<file path="src/hw/rtl/trbs_pkg.sv">
// Package for the trace ring batch sender: shared constants, register map,
// send command type and back end state encoding.
// No dependencies.
package trbs_pkg;

	localparam int RING_SIZE_DEF = 1024;
	localparam int CHUNK_MAX_DEF = 64;

	localparam int BYTE_W = 8;
	localparam int LEN_W  = 10;
	localparam int THR_W  = 7;

	localparam logic [THR_W-1:0] BATCH_THRESHOLD_RST = 7'd32;
	localparam logic [THR_W-1:0] TICK_THRESHOLD      = 7'd1;

	// Configuration port: 32-bit data, one register at byte address 0.
	localparam int CFG_ADDR_W = 3;
	localparam int CFG_DATA_W = 32;
	localparam logic [CFG_ADDR_W-3:0] REG_BATCH_THRESHOLD = '0;

	localparam int CMD_FIFO_DEPTH = 4;

	localparam logic OP_BYTE = 1'b0;
	localparam logic OP_TICK = 1'b1;

	typedef struct packed {
		logic [THR_W-1:0] threshold;
		logic             link_ready;
	} send_cmd_t;

	typedef enum logic [2:0] {
		B_IDLE,
		B_COPY,
		B_DRAIN,
		B_EMIT_RD,
		B_EMIT_LD
	} back_state_t;

endpackage

</file>
<file path="src/hw/rtl/trbs_cmd_fifo.sv">
// Short queue of send commands between the front and back ends.
// Depends on trbs_pkg for the command type.
module trbs_cmd_fifo #(
	parameter int DEPTH = trbs_pkg::CMD_FIFO_DEPTH
) (
	input  logic                clk,
	input  logic                arst_n,
	input  logic                push,
	input  trbs_pkg::send_cmd_t push_data,
	output logic                full,
	input  logic                pop,
	output trbs_pkg::send_cmd_t pop_data,
	output logic                empty
);

	localparam int PW = (DEPTH > 1) ? $clog2(DEPTH) : 1;
	localparam int CW = $clog2(DEPTH + 1);

	trbs_pkg::send_cmd_t entry_q [DEPTH];
	logic [PW-1:0] wr_ptr_q;
	logic [PW-1:0] rd_ptr_q;
	logic [CW-1:0] fill_q;

	assign full     = (fill_q == CW'(DEPTH));
	assign empty    = (fill_q == '0);
	assign pop_data = entry_q[rd_ptr_q];

	always_ff @(posedge clk) begin
		if (push) begin
			entry_q[wr_ptr_q] <= push_data;
		end
	end

	always_ff @(posedge clk or negedge arst_n) begin
		if (!arst_n) begin
			wr_ptr_q <= '0;
			rd_ptr_q <= '0;
			fill_q   <= '0;
		end else begin
			if (push) begin
				wr_ptr_q <= (wr_ptr_q == PW'(DEPTH - 1)) ? '0 : wr_ptr_q + 1'b1;
			end
			if (pop) begin
				rd_ptr_q <= (rd_ptr_q == PW'(DEPTH - 1)) ? '0 : rd_ptr_q + 1'b1;
			end
			if (push && !pop) begin
				fill_q <= fill_q + 1'b1;
			end else if (pop && !push) begin
				fill_q <= fill_q - 1'b1;
			end
		end
	end

endmodule

</file>
<file path="config.mk">
export PLATFORM = sky130hd
export DESIGN_NAME = trbs_cmd_fifo
export DESIGN_NICKNAME = d
export VERILOG_FILES = /design/src/hw/rtl/trbs_pkg.sv /design/src/hw/rtl/trbs_cmd_fifo.sv
export SDC_FILE = /design/constraint.sdc
export NUM_CORES = 1
export LEC_CHECK = 0
export BUFFER_PORTS_ARGS = -buffer_cell sky130_fd_sc_hd__clkbuf_2
export CORE_ASPECT_RATIO = 0.5
export CORE_MARGIN = 4
export CORE_UTILIZATION = 50
export CTS_CLUSTER_DIAMETER = 80
export CTS_CLUSTER_SIZE = 8
export DETAILED_ROUTE_END_ITERATION = 16
export PLACE_DENSITY = 0.83
export SLEW_MARGIN = 20
export SYNTH_ARGS = -nofsm -noshare
export SYNTH_HDL_FRONTEND = slang
export SYNTH_SLANG_ARGS = --single-unit
</file>
<file path="constraint.sdc">
create_clock -name clk -period 2 [get_ports clk]
set_clock_uncertainty 0.2 [all_clocks]
set_input_delay 0.4 -clock clk [delete_from_list [all_inputs] [get_ports clk]]
set_output_delay 0.4 -clock clk [all_outputs]
set_load 0.01 [all_outputs]
</file>
==> reports/results.tsv <==
metric	value	unit
outcome	finished with violations	
violations	negative setup slack	
areaGrowthSynthToFinish	18.4	%
fin_crit	2070	ps
hold_viol	0	
max_freq	0.483	GHz
tns	-397	ps
r2r_slack	390	ps
layout_common_cells	32 x edfxtp_1, 21 x clkbuf_2, 8 x mux4_2	
ff2ff_path_depth	3	
cp.required	1400	ps
cp_top_family	multiplexers	
grt_overflow	0	
clk_latency	280	ps
maxCapViolCount	0	
hpwlAfterDp	1.76	mm
slew_viol_final	0	
seq_area_frac_synth	72.4	%
drive_gt1_share	38.5	%
syn-num-nets	98	
grt_pass1_vias	757	
grt_max_degree	14	
core_area	0.00300	sq mm
syn_avg_cell_area	19.9	sq um
dieArea	0.00416	sq mm
totalWireLength	2.45	mm
rsz0062_at_grt	yes	
antenna_found_initial	0	
path_max_fanout	7	
htreeDepth	2	
critPathBufInv	2	
gp_routability_congestion	0.755	
placed_cells	140	
cts_resized	0	
cts_setup_buffers	0	
setup_violations	8	
critPathKind	reg2out	
slew_headroom	70.9	%
cts_buffer_depth	2	
crit_chain	buf_12 > mux4_2 > clkbuf_2	
fin_cells	149	
cp.arrival	1470	ps
fillers	218	
synth.distinct_cells	18	
num-nets-final	127	
dr.pass1.iters	4	
root_buffer	clkbuf_8	
finalCritPeriodShare	104	%
die_w	87.3	um
p_total	2610	uW
mostFrequentLayoutCell	edfxtp_1	
cts_tree	yes	
timing.critical_path.to	pop_data[6]	
cts_buffers	5	
reg2reg_from	wr_ptr_q[0]	
synthCells	79	
cts_sinks	39	
grt_usage	13.3	%
io_buffers	21	
syn_area	0.00157	sq mm
slowest_delay	510	ps
chipHeight	47.6	um
hold_path_class	in2reg	
leakage	0.000712	uW
fin_util	62.1	%
avgRoutedWirePerCell	16.4	um
irDropWorstVdd	0.556	mV
worst-path-stages	3	
initial_utilization	52.4	%
io_pins	22	
whs_path_depth	1	
dr.first_iter.drc_count	52	
ant_nets	0	
power_density	1410	mW/mm^2
yosys_warnings	0	
finalInstanceArea	0.00186	sq mm
cp-end-kind	primary output	
insertedDiodeCount	0	
critPathLaunchType	flop	
rows	14	
rr_endpoint	entry_q[2][2]	
dpl_cell_area	0.00174	sq mm
cpMaxStageDelayCell	mux4_2	
drt-vias-per-instance	5.19	
cp-startpoint	rd_ptr_q[0]	
drc	0	
finalWorstSetupSlack	-72.0	ps
ys_seq_elements	39	
vias	774	
clkTransAtPathRegs	80	ps
worst_pin_slew	437	ps
grt_first_pass_wirelength	3.82	mm
-- layer usage --
layer  wire length [um]  global-route usage [%]  vias to the layer above
met5                  0                       0                        -
met4                 38                    5.50                        0
met3                141                    5.15                        4
met2               1230                    22.8                       20
met1               1030                    15.7                      391
li1                   -                       -                      359
-- what timing repair did --
| action | CTS | global route |
|---|---|---|
| pin swaps | 0 | 0 |
| setup endpoints to repair | 8 | 8 |
| hold endpoints to repair | 7 | 0 |
| hold buffers | 1 | 0 |
-- layout make-up --
class	count	area, sq um	share of cell area, %
Clock inverter	3	43.8	2.36
Inverter	5	18.8	1.01
Clock buffer	5	68.8	3.70
Multi-Input combinational cell	33	399	21.5
Sequential cell	39	1140	61.1
Timing Repair Buffer	24	143	7.67
Tap cell	40	50.0	2.69
-- worst min path at each step --
stage,from,end,slack [ps]
6_report,push_data[6],entry_q[2][6],130
5_1_grt,push_data[6],entry_q[3][6],120
4_1_cts,push_data[6],entry_q[2][6],130
3_5_place_dp,arst_n,wr_ptr_q[1],50
3_3_place_gp,arst_n,wr_ptr_q[1],50
2_1_floorplan,arst_n,fill_q[0],-100
-- cells in the mapped netlist --
cell / number / area share [%]
edfxtp_1: 32 / 61
o21ai_0: 2 / 0.64
and2_1: 4 / 1.6
buf_2: 1 / 0.32
dfrtp_1: 7 / 11
mux4_2: 8 / 11
buf_6: 1 / 0.72
mux2_2: 3 / 2.2
xnor2_1: 1 / 0.56
ha_1: 6 / 4.8
inv_1: 5 / 1.2
fa_1: 1 / 1.3
nand2_1: 1 / 0.24
nor3_1: 1 / 0.32
nor3b_1: 1 / 0.48
nor2_1: 2 / 0.48
nand3_1: 1 / 0.32
xor2_1: 2 / 1.1
-- where the power goes --
part,switching (uW),total [uW],internal (uW)
Clock,272,643,371
Sequential,127,1200,1070
Combinational,355,773,418
-- cell families after synthesis --
family / after synthesis / synth area share (%)
flip-flops: 39 / 72.4
multiplexers: 11 / 13.6
AND/OR/NAND/NOR: 10 / 3.43
buffers and inverters: 7 / 2.23
adder cells (fa/ha/maj): 7 / 6.06
XOR/XNOR: 3 / 1.67
AO/OA/AOI/OAI: 2 / 0.637
-- state kept, by name (all words and copies together) (netlist names) --
| name | count |
|---|---|
| wr_ptr_q | 2 |
| fill_q | 3 |
| entry_q | 32 |
| rd_ptr_q | 2 |
-- metrics by stage --
stage	hold WS [ps]	setup WS, ps
3_3_place_gp	47.5	172
2_1_floorplan	-95.6	335
6_report	126	-72.0
3_5_place_dp	46.6	95.8
5_1_grt	123	-133
4_1_cts	125	-87.9
No activity file was read; power rests on OpenSTA's default activity.
