[src/hw/rtl/trbs_pkg.sv]
// Package for the trace ring batch sender: shared constants, register map,
// send command type and back end state encoding.
// No dependencies.
package trbs_pkg;

	localparam int RING_SIZE_DEF = 1024;
	localparam int CHUNK_MAX_DEF = 64;

	localparam int BYTE_W = 8;
	localparam int LEN_W  = 10;
	localparam int THR_W  = 7;

	localparam logic [THR_W-1:0] BATCH_THRESHOLD_RST = 7'd32;
	localparam logic [THR_W-1:0] TICK_THRESHOLD      = 7'd1;

	// Configuration port: 32-bit data, one register at byte address 0.
	localparam int CFG_ADDR_W = 3;
	localparam int CFG_DATA_W = 32;
	localparam logic [CFG_ADDR_W-3:0] REG_BATCH_THRESHOLD = '0;

	localparam int CMD_FIFO_DEPTH = 4;

	localparam logic OP_BYTE = 1'b0;
	localparam logic OP_TICK = 1'b1;

	typedef struct packed {
		logic [THR_W-1:0] threshold;
		logic             link_ready;
	} send_cmd_t;

	typedef enum logic [2:0] {
		B_IDLE,
		B_COPY,
		B_DRAIN,
		B_EMIT_RD,
		B_EMIT_LD
	} back_state_t;

endpackage

[src/hw/rtl/trbs_item_if.sv]
// Input channel of the trace ring batch sender: one trace byte or tick per word.
// Depends on trbs_pkg for field widths.
interface trbs_item_if;
	logic                        valid;
	logic                        ready;
	logic                        op;
	logic [trbs_pkg::BYTE_W-1:0] data;
	logic                        first;
	logic [trbs_pkg::LEN_W-1:0]  msg_len;
	logic                        link_ready;

	modport source (output valid, op, data, first, msg_len, link_ready, input ready);
	modport sink (input valid, op, data, first, msg_len, link_ready, output ready);
endinterface

[src/hw/rtl/trbs_front.sv]
// Front end: takes input words, tracks message framing and admission, writes
// admitted bytes into the ring and queues send commands. Depends on trbs_pkg
// and trbs_item_if.
module trbs_front #(
	parameter int RING_SIZE = trbs_pkg::RING_SIZE_DEF,
	localparam int AW = $clog2(RING_SIZE)
) (
	input  logic                          clk,
	input  logic                          arst_n,
	trbs_item_if.sink                     items,
	input  logic [trbs_pkg::THR_W-1:0]    batch_threshold,
	input  logic [AW-1:0]                 stored_count,
	input  logic                          back_idle,
	input  logic                          fifo_full,
	output logic                          cmd_push,
	output trbs_pkg::send_cmd_t           cmd,
	output logic                          ring_we,
	output logic [AW-1:0]                 ring_waddr,
	output logic [trbs_pkg::BYTE_W-1:0]   ring_wdata
);

	localparam int LW = (AW > trbs_pkg::LEN_W) ? AW : trbs_pkg::LEN_W;

	logic                          item_valid_s1;
	logic                          op_s1;
	logic [trbs_pkg::BYTE_W-1:0]   data_s1;
	logic                          first_s1;
	logic [trbs_pkg::LEN_W-1:0]    len_s1;
	logic                          lr_s1;

	logic [trbs_pkg::LEN_W-1:0]    left_q;
	logic [trbs_pkg::LEN_W-1:0]    left_n;
	logic                          admitted_q;
	logic                          admitted_n;
	logic [AW-1:0]                 wr_index_q;

	logic [AW-1:0]                 free_slots;
	logic                          len_fits;
	logic                          needs_push;
	logic                          write_en;
	logic                          is_admit;
	logic                          commit;
	logic                          accept;

	assign free_slots = AW'(RING_SIZE - 1) - stored_count;
	assign len_fits   = (LW'(len_s1) <= LW'(free_slots));

	always_comb begin
		needs_push    = 1'b0;
		write_en      = 1'b0;
		is_admit      = 1'b0;
		left_n        = left_q;
		admitted_n    = admitted_q;
		cmd.link_ready = lr_s1;
		cmd.threshold  = (batch_threshold == '0) ? trbs_pkg::TICK_THRESHOLD : batch_threshold;
		if (item_valid_s1) begin
			if (op_s1 == trbs_pkg::OP_TICK) begin
				// A tick inside an unfinished message is dropped.
				if (left_q == '0) begin
					needs_push    = 1'b1;
					cmd.threshold = trbs_pkg::TICK_THRESHOLD;
				end
			end else if (first_s1) begin
				if (len_s1 == '0) begin
					left_n     = '0;
					admitted_n = 1'b0;
				end else begin
					is_admit = 1'b1;
					write_en = len_fits;
					left_n   = len_s1 - 1'b1;
					if (left_n == '0) begin
						admitted_n = 1'b0;
						needs_push = 1'b1;
					end else begin
						admitted_n = len_fits;
					end
				end
			end else if (left_q != '0) begin
				write_en = admitted_q;
				left_n   = left_q - 1'b1;
				if (left_n == '0) begin
					admitted_n = 1'b0;
					needs_push = 1'b1;
				end
			end
		end
	end

	// Admission needs an exact stored count, so it waits until every queued
	// send has been carried out.
	assign commit = item_valid_s1 && !(needs_push && fifo_full) && !(is_admit && !back_idle);
	assign accept = items.valid && items.ready;

	assign items.ready = !item_valid_s1 || commit;
	assign cmd_push    = needs_push && commit;
	assign ring_we     = write_en && commit;
	assign ring_waddr  = wr_index_q;
	assign ring_wdata  = data_s1;

	always_ff @(posedge clk) begin
		if (accept) begin
			op_s1    <= items.op;
			data_s1  <= items.data;
			first_s1 <= items.first;
			len_s1   <= items.msg_len;
			lr_s1    <= items.link_ready;
		end
	end

	always_ff @(posedge clk or negedge arst_n) begin
		if (!arst_n) begin
			item_valid_s1 <= 1'b0;
			left_q        <= '0;
			admitted_q    <= 1'b0;
			wr_index_q    <= '0;
		end else begin
			if (accept) begin
				item_valid_s1 <= 1'b1;
			end else if (commit) begin
				item_valid_s1 <= 1'b0;
			end
			if (commit) begin
				left_q     <= left_n;
				admitted_q <= admitted_n;
			end
			if (ring_we) begin
				wr_index_q <= (wr_index_q == AW'(RING_SIZE - 1)) ? '0 : wr_index_q + 1'b1;
			end
		end
	end

	a_push_has_room: assert property (@(posedge clk) disable iff (!arst_n)
		cmd_push |-> !fifo_full)
		else $error("send command pushed into a full queue");

	a_admit_when_idle: assert property (@(posedge clk) disable iff (!arst_n)
		(commit && is_admit) |-> back_idle)
		else $error("message admitted while a send was still outstanding");

endmodule

[src/flat_wrapper.sv]
// flat-port wrapper written by rule: the top's interface ports become plain ports
module trbs_front_flat 
#(
	parameter int RING_SIZE = trbs_pkg::RING_SIZE_DEF,
	localparam int AW = $clog2(RING_SIZE)
)
  (clk, arst_n, batch_threshold, stored_count, back_idle, fifo_full, cmd_push, cmd, ring_we, ring_waddr, ring_wdata, items_valid, items_op, items_data, items_first, items_msg_len, items_link_ready, items_ready);
  trbs_item_if items_i ();
  input  logic clk;
  input  logic arst_n;
  input  logic [trbs_pkg::THR_W-1:0] batch_threshold;
  input  logic [AW-1:0] stored_count;
  input  logic back_idle;
  input  logic fifo_full;
  output logic cmd_push;
  output trbs_pkg::send_cmd_t cmd;
  output logic ring_we;
  output logic [AW-1:0] ring_waddr;
  output logic [trbs_pkg::BYTE_W-1:0] ring_wdata;
  input wire logic [$bits(items_i.valid)-1:0] items_valid;
  input wire logic [$bits(items_i.op)-1:0] items_op;
  input wire logic [$bits(items_i.data)-1:0] items_data;
  input wire logic [$bits(items_i.first)-1:0] items_first;
  input wire logic [$bits(items_i.msg_len)-1:0] items_msg_len;
  input wire logic [$bits(items_i.link_ready)-1:0] items_link_ready;
  output wire logic [$bits(items_i.ready)-1:0] items_ready;
  assign items_i.valid = items_valid;
  assign items_i.op = items_op;
  assign items_i.data = items_data;
  assign items_i.first = items_first;
  assign items_i.msg_len = items_msg_len;
  assign items_i.link_ready = items_link_ready;
  assign items_ready = items_i.ready;
  trbs_front #(.RING_SIZE(RING_SIZE)) u_core (.clk(clk), .arst_n(arst_n), .items(items_i), .batch_threshold(batch_threshold), .stored_count(stored_count), .back_idle(back_idle), .fifo_full(fifo_full), .cmd_push(cmd_push), .cmd(cmd), .ring_we(ring_we), .ring_waddr(ring_waddr), .ring_wdata(ring_wdata));
endmodule
[config.mk]
export PLATFORM = sky130hd
export DESIGN_NAME = trbs_front_flat
export DESIGN_NICKNAME = d
export VERILOG_FILES = /design/src/hw/rtl/trbs_pkg.sv /design/src/hw/rtl/trbs_item_if.sv /design/src/hw/rtl/trbs_front.sv /design/src/flat_wrapper.sv
export SDC_FILE = /design/constraint.sdc
export NUM_CORES = 1
export LEC_CHECK = 0
export ABC_AREA = 1
export BUFFER_PORTS_ARGS = -buffer_cell sky130_fd_sc_hd__clkbuf_2
export CAP_MARGIN = 40
export CORE_MARGIN = 2
export CORE_UTILIZATION = 59
export CTS_BUF_LIST = sky130_fd_sc_hd__clkbuf_4
export DETAILED_ROUTE_END_ITERATION = 10
export HOLD_SLACK_MARGIN = 0.03
export MAX_ROUTING_LAYER = met4
export PLACE_DENSITY = 0.95
export SYNTH_ARGS = -nofsm -noshare
export SYNTH_HDL_FRONTEND = slang
export SYNTH_SLANG_ARGS = --single-unit
[constraint.sdc]
create_clock -name clk -period 9.45 [get_ports clk]
set_input_delay 0.4725 -clock clk [delete_from_list [all_inputs] [get_ports clk]]
set_output_delay 0.4725 -clock clk [all_outputs]
set_load 0.01 [all_outputs]
==> qor.csv <==
metric,value,unit
Port Buffers,71,
largest family of logic cells by synthesized area,simple AND/OR/NAND/NOR gates,
switching power,0.2442,mW
DRT Wirelength,6242,um
Ports,72,
Adder-Cell Fraction of Synth Area,7.773,%
Fin Hold WS,53.33,ps
vias post-DR,2575,
Pre-antenna DRT Iters,5,
GRT overflow,0,
Post-DP HPWL,4978,um
Post-CTS Repair Setup Buffers,0,
max cap viols,0,
share of layout cells above drive strength 1,23.21,%
# diodes,0,
core area,4414,um^2
initial core utilization,61.99,%
synth warn,0,
CTS tree,built,
Clock Latency Late Sink,380,ps
Die Span X,72.10,um
Mapped Cells,344,
endpoints failing setup,0,
CTS resizes,0,
fmax,0.2702,GHz
clock network fraction of design power,16.8,%
Setup CP Type,reg2out,
post-synth cell types,34,
post-synth top area cell,edfxtp_1,
Final Power,0.5917,mW
Slew HR,48.19,%
sequential share of power,45.9,%
post-synthesis mux area share,0,%
largest net degree at the start of global routing,23,
antenna violations before repair,0,
Lkg Pwr,1.647,nW
drt via density,5.479,
Final #Nets,477,
Sinks on Clock Net,43,
Worst EP arrival,3230,ps
Post-synth ARST share,51.16,%
synth-to-layout area growth,16.92,%
Hold Buf Count CTS,0,
Mean Syn Cell Area,7.955,um^2
R2R Path End,u_core.ring_waddr[9],
"antenna viol nets, final",0,
Synth area leaders,"edfxtp_1 (23%), dfrtp_1 (20%), nand2_1 (14%), ha_1 (7.8%), nand3_1 (5.5%)",
Post-Layout Inst Area,3199,um^2
"most common cell after layout, fill and taps aside",nand2_1,
post-synthesis sequential area ratio,43.16,%
Worst Tran Pin Value,777.1,ps
num rows,24,
syn nets,404,
Worst IR Drop VDD,0.1193,mV
clock root cell,clkbuf_4,
"flops & latches, synth",43,
Worst R2R Setup Slack,6510,ps
chip height,72.10,um
first-pass GRT wire length,10350,um
outcome,"finished, final reports clean",
RD Place Congestion,0.9299,
clk slew on worst S/H paths,150,ps
post-synth design cell area,2736,um^2
DRC Markers,0,
most frequent cells in the layout,"nand2_1 (100), clkbuf_2 (71), inv_1 (36), nor2_1 (35), nand3_1 (30)",
Post-Synth Simple-Gate Area,30.54,%
unrepaired setup endpoints after global routing,no,
top_reg_cell synth,dfrtp_1,
largest fanout on the critical path,13,
"Data required, critical path",8980,ps
fraction of the mapped netlist area in compound gates,7.179,%
worst reg2reg path startpoint,u_core.len_s1[0],
Wirelength per Cell,13.28,um
Internal,0.3476,mW
Min-Delay Path Class,in2async,
GRT Overall Usage,26.32,%
Setup crit start kind,register,
Slew Limit Fails,0,
post-synthesis xor/xnor area fraction,4.801,%
CTS Buf Count,5,
Yosys top cell area share,23.05,%
Place WS,6133,ps
Combinational Power Share,37.4,%
Die Area,5198,um^2
worst-case clock buffer depth,2,
pwr/cell area,185.0,nW/um^2
vias in the first global route,2451,
Crit. End Element,primary output,
Setup Skew,11.12,ps
min Tclk post-route,3701,ps
"EDFF count, synth",21,
final worst slack,5749,ps
Tcrit/Tclk final,39.17,%
H-tree depth,2,
FF-to-FF path depth,15,
final hold violations,0,
placed inst area,3136,um^2
sw frac,41.26,%
Setup TNS Final,0,ps
crit path from,u_core.len_s1[0],
Initial DRC Count,224,
[cells by family (layout without fill, tap and decap cells)]
group,Yosys count,in the layout
fa+ha+maj,17,17
xor+xnor,15,15
simple gates,191,191
flops,43,43
compound gates,34,34
buf+inv,44,118
[layer usage]
metal | part of all wire, % | up-vias | global-route usage, %
met5 | 0 | - | -
li1 | - | 1274 | -
met2 | 49 | 121 | 43.73
met3 | 6.7 | 24 | 4.583
met4 | 3.3 | 0 | 11.32
met1 | 41 | 1156 | 31.59
[power by group through the flow]
stage,combinational [mW],clock [mW],sequential (mW)
6_report,0.221,0.0991,0.272
5_1_grt,0.249,0.105,0.277
4_1_cts,0.220,0.0999,0.270
3_5_place_dp,0.218,0,0.274
3_3_place_gp,0.207,0,0.273
2_1_floorplan,0.157,0,0.269
[layout make-up]
type                       count  area (um^2)
multi-input combinational    257         1380
clock inverter                 3        26.28
sequential                    43         1181
clock buffer                   5        37.54
fill                         321         1215
inverter                      38        142.6
tap                           52        65.06
timing repair buffer          72        366.6
[stage by stage]
| step | instances | util, % |
|---|---|---|
| detailed placement | 462 | 71.03 |
| global placement | 461 | 70.78 |
| global route | 470 | 72.48 |
| finish | 470 | 72.48 |
| floorplan | 344 | - |
| CTS | 470 | 72.48 |
[worst max-delay path: stages, from the launching register on]
cell      delay [ps]
edfxtp_1         470
inv_1            190
ha_1             270
nand2_1          120
o21ai_0          200
nand2_1          100
nand2_1           70
nor2_1            50
nand3_1           60
nand2_1           70
nand3_2           80
nand2_2           70
a21oi_2          460
nand2_1          370
inv_1            120
clkbuf_2         140
[flip-flops by register name, indices dropped and copies added (netlist names)]
register              cells
u_core.admitted_q         1
u_core.len_s1            10
u_core.ring_wdata         8
u_core.left_q            10
u_core.lr_s1              1
u_core.op_s1              1
u_core.item_valid_s1      1
u_core.ring_waddr        10
u_core.first_s1           1
[cells in the mapped netlist (all sizes together) (2+ instances only)]
| cell type | instances |
|---|---|
| nand3b | 2 |
| xor2 | 13 |
| o22ai | 3 |
| nor2 | 40 |
| nor4 | 2 |
| nand4 | 8 |
| nand3 | 31 |
| a21oi | 8 |
| o21ai | 20 |
| buf | 4 |
| clkbuf | 2 |
| edfxtp | 21 |
| nand2 | 105 |
| dfrtp | 22 |
| inv | 38 |
| xnor2 | 2 |
| ha | 17 |
[how the worst max path moves through the flow]
stage                       to  slack, ps  cells past startpoint
2_1_floorplan  u_core.first_s1       6390                     13
5_1_grt                ring_we       5370                     17
4_1_cts                ring_we       5790                     15
3_3_place_gp           ring_we       6260                     12
3_5_place_dp           ring_we       6130                     12
6_report               ring_we       5750                     15
Note: power is estimated with default switching activity, not from simulation.
