<file path="src/hw/rtl/trbs_ram.sv">
// Generic simple dual-port RAM: one write port, one read port, registered read.
// No dependencies.
module trbs_ram #(
	parameter int WIDTH = 8,
	parameter int DEPTH = 16,
	localparam int AW = (DEPTH > 1) ? $clog2(DEPTH) : 1
) (
	input  logic             clk,
	input  logic             we,
	input  logic [AW-1:0]    waddr,
	input  logic [WIDTH-1:0] wdata,
	input  logic [AW-1:0]    raddr,
	output logic [WIDTH-1:0] rdata
);

	logic [WIDTH-1:0] mem_q [DEPTH];

	always_ff @(posedge clk) begin
		if (we) begin
			mem_q[waddr] <= wdata;
		end
		rdata <= mem_q[raddr];
	end

endmodule

</file>
<file path="config.mk">
export PLATFORM = sky130hd
export DESIGN_NAME = trbs_ram
export DESIGN_NICKNAME = d
export VERILOG_FILES = /design/src/hw/rtl/trbs_ram.sv
export SDC_FILE = /design/constraint.sdc
export NUM_CORES = 1
export LEC_CHECK = 0
export ABC_AREA = 1
export BUFFER_PORTS_ARGS = -buffer_cell sky130_fd_sc_hd__buf_2
export CAP_MARGIN = 10
export CORE_MARGIN = 2
export CORE_UTILIZATION = 60
export CTS_BUF_LIST = sky130_fd_sc_hd__clkbuf_4 sky130_fd_sc_hd__clkbuf_8 sky130_fd_sc_hd__clkbuf_16
export CTS_CLUSTER_SIZE = 24
export DETAILED_ROUTE_END_ITERATION = 10
export GPL_ROUTABILITY_DRIVEN = 0
export GPL_TIMING_DRIVEN = 1
export PLACE_DENSITY = 0.78
export SLEW_MARGIN = 20
export SYNTH_ARGS = -nofsm -noshare
export SYNTH_HDL_FRONTEND = slang
export SYNTH_SLANG_ARGS = --single-unit
</file>
<file path="constraint.sdc">
create_clock -name clk -period 1.7 [get_ports clk]
set_input_delay 0.17 -clock clk [delete_from_list [all_inputs] [get_ports clk]]
set_output_delay 0.17 -clock clk [all_outputs]
set_load 0.005 [all_outputs]
</file>
==> metrics.md, run 1 <==
| Metric | Value |
|---|---|
| Fin worst setup slack | `497 ps` |
| H-tree Lvls | `4` |
| Num CTS Buffers | `17` |
| 1st-iter DRT viols | `456` |
| Logic pwr share | `5.8%` |
| Sw Share | `21.8%` |
| Minimum clock period | `1200 ps` |
| GRT Util Overall | `between 20 and 30%` |
| Max Freq | `831 MHz` |
| Via count | `~4,000` |
| Ports | `26` |
| Clock root buffer | `clkbuf_8` |
| Initial Util | `62.1%` |
| Cell Chain, Critical Path | `buf_2` |
| Clock skew | `~13 ps` |
| LEAKAGE | `0.00290 µW` |
| Crit path max fanout | `1` |
| Clock latency on the worst-skew pair | `520 ps` |
| Sequential share of the synthesized area | `69.4%` |
| Largest net degree at the start of global routing | `between 60 and 70` |
| Required @ worst endpoint | `roughly 1500 ps` |
| Clock transition at path regs | `roughly 60 ps` |
| Layout cells sized above 1 | `12.5%` |
| Max incr delay on CP | `380 ps` |
| Levels on crit path | `1` |
| WL per Instance | `18.2 µm` |
| Synth-to-layout area growth | `15.0%` |
| Register area | `around 4000 µm²` |
| Vias in the first global route | `3,937` |
| RSZ-0062 raised after global routing | `false` |
| Worst hold slack | `approximately 21 ps` |
| Crit path buffers/inverters | `1` |
| First-pass GRT wire length | `~20,000 µm` |
| Distinct cells, synth | `12` |
| Syn nets | `569` |
| FF+latch count, synth | `roughly 140` |
| CTS Buffer Depth | `2` |
| Seq pwr share | `48.4%` |
| Internal | `between 6000 and 7000 µW` |
| Psw | `1700 µW` |
| GRT overflow | `0` |
| Setup Buffers After CTS | `0` |
| Critical Path Sink Type | `output pin` |
| Status | `finished clean` |
| Fin. Hold Viols | `0` |
| Die X | `102 µm` |
| Final layout net count | `608` |
| Post-cts sizing count | `0` |
| Antenna cells | `0` |
| Fill cells | `634` |
| Routed WL | `13,300 µm` |
| Relative slew slack | `60.5%` |
| Pre-antenna DRT Iters | `5` |
| Layout Cells excl Fill | `731` |
| Hold Crit Class | `input pin to flop` |
| Remaining DRCs | `0` |
| CP top delay family | `flip-flops` |
| Initial antenna violation count | `0` |
| MaxCap Viol Count | `0` |
| Worst setup SP type | `flop` |
| CORE AREA | `9280 µm²` |
| Avg Cell Area, Syn | `10.5 µm²` |
| Final setup viols | `0` |
| Dpl cells | `700` |
| CP arrival | `1030 ps` |
| Warnings from Yosys | `0` |
| Hold buffer count at cts | `0` |
| Worst slack, placed | `248 ps` |
| Power Dens Cells | `about 1200 nW/µm²` |
| Fin. max-slew vios | `0` |
| CTS tree | `done` |
| Worst-Margin Slew | `between 500 and 600 ps` |
| FF-to-FF path depth | `6` |
| Critical path class | `flop to output pin` |
| Die ar. | `10,400 µm²` |
| Period Utilization, post-route | `70.8%` |
| Clock Power Share | `45.8%` |
| HPWL after DPL | `7640 µm` |
| Cell area after synthesis | `slightly below 6000 µm²` |
| Chip height | `approximately 100 µm` |
| Drt via density | `5.47` |
| Post-Syn Instances | `551` |
| Antenna violation net count after detailed routing | `0` |
| WHS Path Cells | `3` |
| Area of the multi-input gates | `1210 µm²` |
| Port bufs | `25` |
| Final Power | `approximately 7800 µW` |
| Final TNS setup | `0 ps` |
| Max rail drop VDD | `767 µV` |
| Site Rows | `35` |
| Worst path slowest cell | `dfxtp_1` |
| Clk sink count | `136` |
-- stage by stage --
step	area [µm²]	utilization (%)
after global routing	6630	71.4
after CTS	6630	71.4
final	6630	71.4
after detailed placement	6050	65.2
after floorplan	5770	-
after global placement	6050	65.2
-- placed cells by master, fill, tap and decap left out, drive strengths merged --
cell type	n
edfxtp	128
buf	44
nand2	173
nor2	17
clkinvlp	4
nand3	97
inv	103
dfxtp	8
clkinv	5
bufinv	3
clkbuf	18
nand3b	2
-- synthesized netlist by cell type (all sizes together) --
cell	count	share of area [%]
edfxtp	128	67
nand2	173	11
nand3	97	8.4
dfxtp	8	2.8
nor2	17	1.1
nand3b	2	0.26
buf	24	2.9
inv	102	6.6
-- per-layer routing --
metal	global-route usage, %	share of wire [%]
met1	34.8	37
met2	45.9	50
met3	6.43	10
met4	11.3	2.9
met5	0	0
-- kinds of logic (layout without fill, tap and decap cells) --
kind of cell	count (synthesis)	in the layout	share of synthesized area [%]
buffers and inverters	126	177	9.52
DFF	136	136	69.4
and+or+nand+nor	289	289	21.0
-- path summary, 6_finish.rpt --
kind                startpoint        to  slack, ps
setup / recovery      rdata[5]  rdata[5]        500
setup reg to reg   mem_q[5][0]  rdata[0]        640
hold reg to reg   mem_q[14][4]  rdata[4]        680
hold / removal        raddr[3]  rdata[7]         20
-- final cells by class --
type                            count  share of cell area [%]
Tap cell                          129                    2.43
Inverter                          102                    5.77
Clock inverter                     13                    2.34
Sequential cell                   136                    60.4
Clock buffer                       18                    6.36
Multi-Input combinational cell    289                    18.3
Timing Repair Buffer               44                    4.42
-- power by group through the flow --
stage	logic [µW]	clock network, µW	registers, µW
after global routing	499	3730	3780
final	456	3580	3780
after global placement	429	0	3840
after CTS	452	3570	3780
after floorplan	264	0	3840
after detailed placement	446	0	3850
-- state kept, by name, indices dropped and copies added (netlist names) --
signal / count
mem_q: 128
rdata: 8
-- worst reg2reg max path: cells and delay by family, from the launching register on --
kind,cells,cell delay [ps]
simple gates,5,480
flops,1,380
buf+inv,1,80
Note: power is estimated with default switching activity, not from simulation.
==> inputs of run 2 (changes only) <==
- clock period: 1.7 -> 1.2 ns (I/O delays scaled with it)
==> run 2 against run 1 <==
Clock skew fell by 7.9 ps. Register-to-register slack got worse by 480 ps. Largest power group unchanged. Flip-flop and latch count unchanged. Die area is the same. Worst setup slack got worse by 410 ps. Final cell count increased by 2.1%. Global-route usage decreased by 0.33 points. Core utilization increased by 1.8 points. Count of clock-buffer cells in the layout is 3 higher. Non-clock buffer count rose by 14.
==> metrics.md, run 2 (synthesized netlist as in run 1, its figures left out) <==
| Metric | Value |
|---|---|
| Commonest non-fill, non-tap cell in the layout | `nand2_1` |
| Largest net degree at the start of global routing | `33 (-49%)` |
| Layout cells sized above 1 | `14.7% (+2.3 points)` |
| LEAKAGE | `0.00300 µW (+3.5%)` |
| FF-to-FF path depth | `6 (unchanged)` |
| WHS Path Cells | `1 (-2)` |
| Sw Share | `21.5% (-0.24 points)` |
| Chip height | `102 µm (unchanged)` |
| Final layout net count | `622 (+2.3%)` |
| GRT Util Overall | `27.1% (-0.33 points)` |
| Max rail drop VDD | `1000 µV (+30%)` |
| Remaining DRCs | `0 (unchanged)` |
| Initial Util | `62.1% (unchanged)` |
| RSZ-0062 raised after global routing | `false` |
| Critical Path Sink Type | `output pin` |
| Reg-to-reg endpoint | `rdata[6]` |
| Setup Buffers After CTS | `0 (unchanged)` |
| Clock Power Share | `45.6% (-0.2 points)` |
| Clock latency on the worst-skew pair | `520 ps (about the same)` |
| Area of the multi-input gates | `1210 µm² (unchanged)` |
| Hold Crit Class | `input pin to flop` |
| MaxCap Viol Count | `0 (unchanged)` |
| Fill cells | `617 (-2.7%)` |
| Largest registers | `mem_q: 128 flops, rdata: 8 flops` |
| Most frequent cells in the layout | `nand2_1, edfxtp_1, inv_1, nand3_1, buf_4` |
| Clk sink count | `136 (unchanged)` |
| Worst-Margin Slew | `401 ps (-191 ps)` |
| Status | `finished clean` |
| Via count | `3,982 (-0.45%)` |
| Drt via density | `5.34 (-2.5%)` |
| CP top delay family | `flip-flops` |
| Die X | `102 µm (unchanged)` |
| Clock transition at path regs | `60 ps (about the same)` |
| Antenna cells | `0 (unchanged)` |
| Site Rows | `35 (unchanged)` |
| Hold Crit Start | `wdata[3]` |
| Worst R2R Start | `mem_q[5][6]` |
| CTS tree | `done` |
| Max reg flops | `128 (unchanged)` |
| Post-route design area | `6800 µm² (+2.6%)` |
| CP arrival | `1000 ps (-30 ps)` |
| Register area | `4000 µm² (unchanged)` |
| Period Utilization, post-route | `93.0%` |
| Max Freq | `897 MHz` |
| Crit path max fanout | `1 (unchanged)` |
| Antenna violation net count after detailed routing | `0 (unchanged)` |
| Psw | `2390 µW (+41%)` |
| HPWL after DPL | `7860 µm (+2.8%)` |
| Vias in the first global route | `3,954 (+0.43%)` |
| Required @ worst endpoint | `1080 ps (-450 ps)` |
| Cell Chain, Critical Path | `buf_2` |
| Relative slew slack | `73.3% (+13 points)` |
| Num CTS Buffers | `17 (unchanged)` |
| Die ar. | `10,400 µm² (unchanged)` |
| Final TNS setup | `0 ps (unchanged)` |
| Max incr delay on CP | `350 ps (-30 ps)` |
| Minimum clock period | `1120 ps` |
| Hold buffer count at cts | `1 (+1)` |
| Port bufs | `25 (unchanged)` |
| DP Area | `6200 µm² (+2.4%)` |
| Internal | `8710 µW (+43%)` |
| Worst setup SP type | `flop` |
| 1st-iter DRT viols | `397 (-13%)` |
| Crit path buffers/inverters | `1 (unchanged)` |
| First-pass GRT wire length | `20,300 µm (-1.0%)` |
| Seq pwr share | `48.1% (-0.3 points)` |
| Final setup viols | `0 (unchanged)` |
| GRT overflow | `0 (unchanged)` |
| Ports | `26 (unchanged)` |
| Power Dens Cells | `1630 nW/µm² (+39%)` |
| Initial antenna violation count | `0 (unchanged)` |
| CORE AREA | `9280 µm² (unchanged)` |
| Logic pwr share | `6.2% (+0.4 points)` |
| Pre-antenna DRT Iters | `6 (+1)` |
| Fin. Hold Viols | `0 (unchanged)` |
| Post-cts sizing count | `0 (unchanged)` |
| Fin. max-slew vios | `0 (unchanged)` |
| Synth-to-layout area growth | `17.9%` |
| Most flop-heavy register | `mem_q` |
| Worst path slowest cell | `dfxtp_1` |
| Hold EP | `mem_q[5][3]` |
| CTS Buffer Depth | `2 (unchanged)` |
| Clock skew | `5.48 ps (-7.86 ps)` |
| R2R Setup Slk | `160 ps (-480 ps)` |
| WL per Instance | `17.1 µm (-6.1%)` |
| Clock root buffer | `clkbuf_8` |
| H-tree Lvls | `4 (unchanged)` |
| Routed WL | `12,800 µm (-4.2%)` |
| Critical path class | `flop to output pin` |
run 2: cell count changes in the layout (fill, tap and decap cells not counted), moves of 2 or more:
cell      delta
buf_4        +9
buf_12       +4
clkbuf_8     +4
clkinv_1     -2
clkinv_2     +2
run 2: area by class of cell:
type                       count  share of cell area [%]
sequential                   136                    58.9
inverter                     102                    5.63
clock buffer                  21                    6.90
timing repair buffer          58                    6.62
tap                          129                    2.37
multi-input combinational    289                    17.8
clock inverter                11                    1.77
run 2: layer usage:
layer  track usage, %  wire length [µm]
met5                0                 0
met2             45.2              6410
met1             33.9              4810
met3             5.68              1110
met4             13.5               417
run 2: through the flow:
step / utilization, % / setup WS [ps] / power (µW) / cells / hold slack, ps
final: 73.3 / 84.6 / 11100 / 746 / 16.0
after global routing: 73.3 / 27.7 / 11400 / 746 / 14.3
after CTS: 73.3 / 47.2 / 11200 / 746 / 5.90
after detailed placement: 66.8 / 39.7 / 6120 / 713 / 500
after global placement: 66.8 / 76.9 / 6090 / 713 / 499
after floorplan: - / 129 / 5810 / 551 / 219
run 2: how the worst max path moves through the flow:
stage | startpoint | endpoint | slack (ps) | depth (start not counted)
floorplan | waddr[2] | mem_q[10][0] | 130 | 2
global placement | raddr[0] | rdata[6] | 80 | 7
detailed placement | waddr[3] | mem_q[5][1] | 40 | 4
CTS | rdata[6] | rdata[6] | 50 | 1
global route | rdata[6] | rdata[6] | 30 | 1
finish | rdata[6] | rdata[6] | 80 | 1
run 2: power groups by stage:
stage	clock network (µW)	logic [µW]	registers (µW)
after floorplan	0	375	5440
after global placement	0	657	5440
after detailed placement	0	676	5440
after CTS	5130	690	5340
after global routing	5330	761	5350
final	5070	691	5340
==> inputs of run 3 (changes only) <==
- BUFFER_PORTS_ARGS: -buffer_cell sky130_fd_sc_hd__buf_2 -> -buffer_cell sky130_fd_sc_hd__buf_4
- CORE_UTILIZATION: 60 -> 40
- PLACE_DENSITY: 0.78 -> 0.56
==> run 3 against run 2 <==
Core utilization decreased by 24 points. Largest power group unchanged. Fmax increased by 8.7%. Non-clock buffer count down 6. Critical path depth unchanged. Wire length up 3.2%. Final cell count rose by 6.0%. Critical endpoint unchanged. Worst setup slack gained 89 ps.
==> metrics.md, run 3 (synthesized netlist as in run 1, its figures left out) <==
| Metric | Value |
|---|---|
| Commonest non-fill, non-tap cell in the layout | `nand2_1` |
| Clock latency on the worst-skew pair | `410 ps (-110 ps)` |
| Period Utilization, post-route | `85.5% (-7.4 points)` |
| Hold Crit Class | `input pin to flop` |
| Clock root buffer | `clkbuf_16` |
| Most flop-heavy register | `mem_q` |
| Antenna violation net count after detailed routing | `0 (unchanged)` |
| Post-cts sizing count | `0 (unchanged)` |
| Synth-to-layout area growth | `18.5%` |
| Power Dens Cells | `1610 nW/µm² (-1.6%)` |
| Critical Path Sink Type | `output pin` |
| GRT overflow | `0 (unchanged)` |
| Die X | `124 µm (+22%)` |
| Post-route design area | `6830 µm² (+0.46%)` |
| Critical path class | `flop to output pin` |
| Max Freq | `974 MHz (+8.7%)` |
| CTS Buffer Depth | `2 (unchanged)` |
| Clock skew | `7.88 ps (+2.40 ps)` |
| Final TNS setup | `0 ps (unchanged)` |
| First-pass GRT wire length | `20,500 µm (+0.64%)` |
| Fin worst setup slack | `174 ps (+89.0 ps)` |
| Clk sink count | `136 (unchanged)` |
| Initial Util | `41.2% (-21 points)` |
| Final layout net count | `616 (-0.96%)` |
| Required @ worst endpoint | `1080 ps (about the same)` |
| CP arrival | `910 ps (-90 ps)` |
| Final setup viols | `0 (unchanged)` |
| 1st-iter DRT viols | `303 (-24%)` |
| Largest registers | `mem_q: 128 flops, rdata: 8 flops` |
| Chip height | `124 µm (+22%)` |
| RSZ-0062 raised after global routing | `false` |
| Clock transition at path regs | `60 ps (about the same)` |
| Hold buffer count at cts | `0 (-1)` |
| Worst path slowest cell | `dfxtp_1` |
| Setup Buffers After CTS | `0 (unchanged)` |
| Worst slack, placed | `51.4 ps (+11.7 ps)` |
| Max incr delay on CP | `370 ps (+20 ps)` |
| Site Rows | `43 (+23%)` |
| Crit path buffers/inverters | `1 (unchanged)` |
| Most frequent cells in the layout | `nand2_1, edfxtp_1, inv_1, nand3_1, buf_4` |
| Max rail drop VDD | `789 µV (-21%)` |
| GRT Util Overall | `18.8% (-8.3 points)` |
| Status | `finished clean` |
| Cell Chain, Critical Path | `buf_4` |
| Num CTS Buffers | `17 (unchanged)` |
| Relative slew slack | `79.2% (+5.9 points)` |
| Final Power | `11,000 µW (-1.2%)` |
| Worst hold slack | `34.2 ps (+18.2 ps)` |
| CP top delay family | `flip-flops` |
| Port bufs | `25 (unchanged)` |
| Via count | `3,795 (-4.7%)` |
| Fin. max-slew vios | `0 (unchanged)` |
| Initial antenna violation count | `0 (unchanged)` |
| H-tree Lvls | `4 (unchanged)` |
| MaxCap Viol Count | `0 (unchanged)` |
| LEAKAGE | `0.00296 µW (-1.3%)` |
| Antenna cells | `0 (unchanged)` |
| Remaining DRCs | `0 (unchanged)` |
| HPWL after DPL | `8190 µm (+4.2%)` |
| Minimum clock period | `1030 ps (-89.0 ps)` |
| Worst-Margin Slew | `312 ps (-88.5 ps)` |
| WL per Instance | `16.6 µm (-2.7%)` |
| Routed WL | `13,200 µm (+3.2%)` |
| Vias in the first global route | `3,670 (-7.2%)` |
| Crit path max fanout | `1 (unchanged)` |
| DP Area | `6270 µm² (+1.0%)` |
| Ports | `26 (unchanged)` |
| Layout cells sized above 1 | `13.9% (-0.84 points)` |
| Fin. Hold Viols | `0 (unchanged)` |
| Largest net degree at the start of global routing | `52 (+58%)` |
| Drt via density | `4.80 (-10%)` |
| Pre-antenna DRT Iters | `5 (-1)` |
| Die ar. | `15,400 µm² (+48%)` |
| CTS tree | `done` |
| Worst setup SP type | `flop` |
| Max reg flops | `128 (unchanged)` |
| CORE AREA | `14,000 µm² (+51%)` |
run 3: changes by cell type in the layout (fill, tap and decap cells not counted):
| cell | previous run | this run |
|---|---|---|
| clkbuf_8 | 5 | 0 |
| clkinvlp_4 | 3 | 6 |
| clkbuf_16 | 16 | 17 |
| clkinv_2 | 4 | 5 |
| buf_4 | 26 | 48 |
| buf_12 | 6 | 4 |
| clkinv_4 | 1 | 0 |
| clkinv_1 | 0 | 1 |
| dlygate4sd3_1 | 1 | 0 |
| buf_2 | 25 | 0 |
| clkbuf_4 | 0 | 1 |
| inv_6 | 1 | 0 |
run 3: final cells by class:
class | count | area [µm²]
Clock inverter | 14 | 134
Timing Repair Buffer | 52 | 440
Inverter | 102 | 383
Sequential cell | 136 | 4000
Fill cell | 1275 | 7160
Tap cell | 180 | 225
Multi-Input combinational cell | 289 | 1210
Clock buffer | 18 | 433
run 3: final timing paths:
kind / from / endpoint / slack (ps) / cells after the start
setup reg to reg: mem_q[7][1] / rdata[1] / 200 / 6
hold / removal: raddr[3] / rdata[5] / 30 / 3
hold reg to reg: mem_q[11][6] / rdata[6] / 660 / 6
setup / recovery: rdata[6] / rdata[6] / 170 / 1
run 3: report_power, final:
part           switching, µW  internal [µW]  total, µW
logic                    460            247        706
clock network           1870           3040       4920
registers               33.9           5310       5340
run 3: layer usage:
metal / track usage [%] / up-vias / wire (µm) / share of wire, %
met5: 0 / - / 0 / 0
met4: 7.65 / 0 / 289 / 2.2
met3: 3.75 / 23 / 574 / 4.4
met2: 29.0 / 99 / 6100 / 46
met1: 26.2 / 1805 / 6200 / 47
li1: - / 1868 / - / -
run 3: through the flow:
| stage | instances | util [%] |
|---|---|---|
| 3_5_place_dp | 759 | 44.8 |
| 5_1_grt | 791 | 48.8 |
| 2_1_floorplan | 551 | - |
| 3_3_place_gp | 759 | 44.8 |
| 4_1_cts | 791 | 48.8 |
| 6_report | 791 | 48.8 |
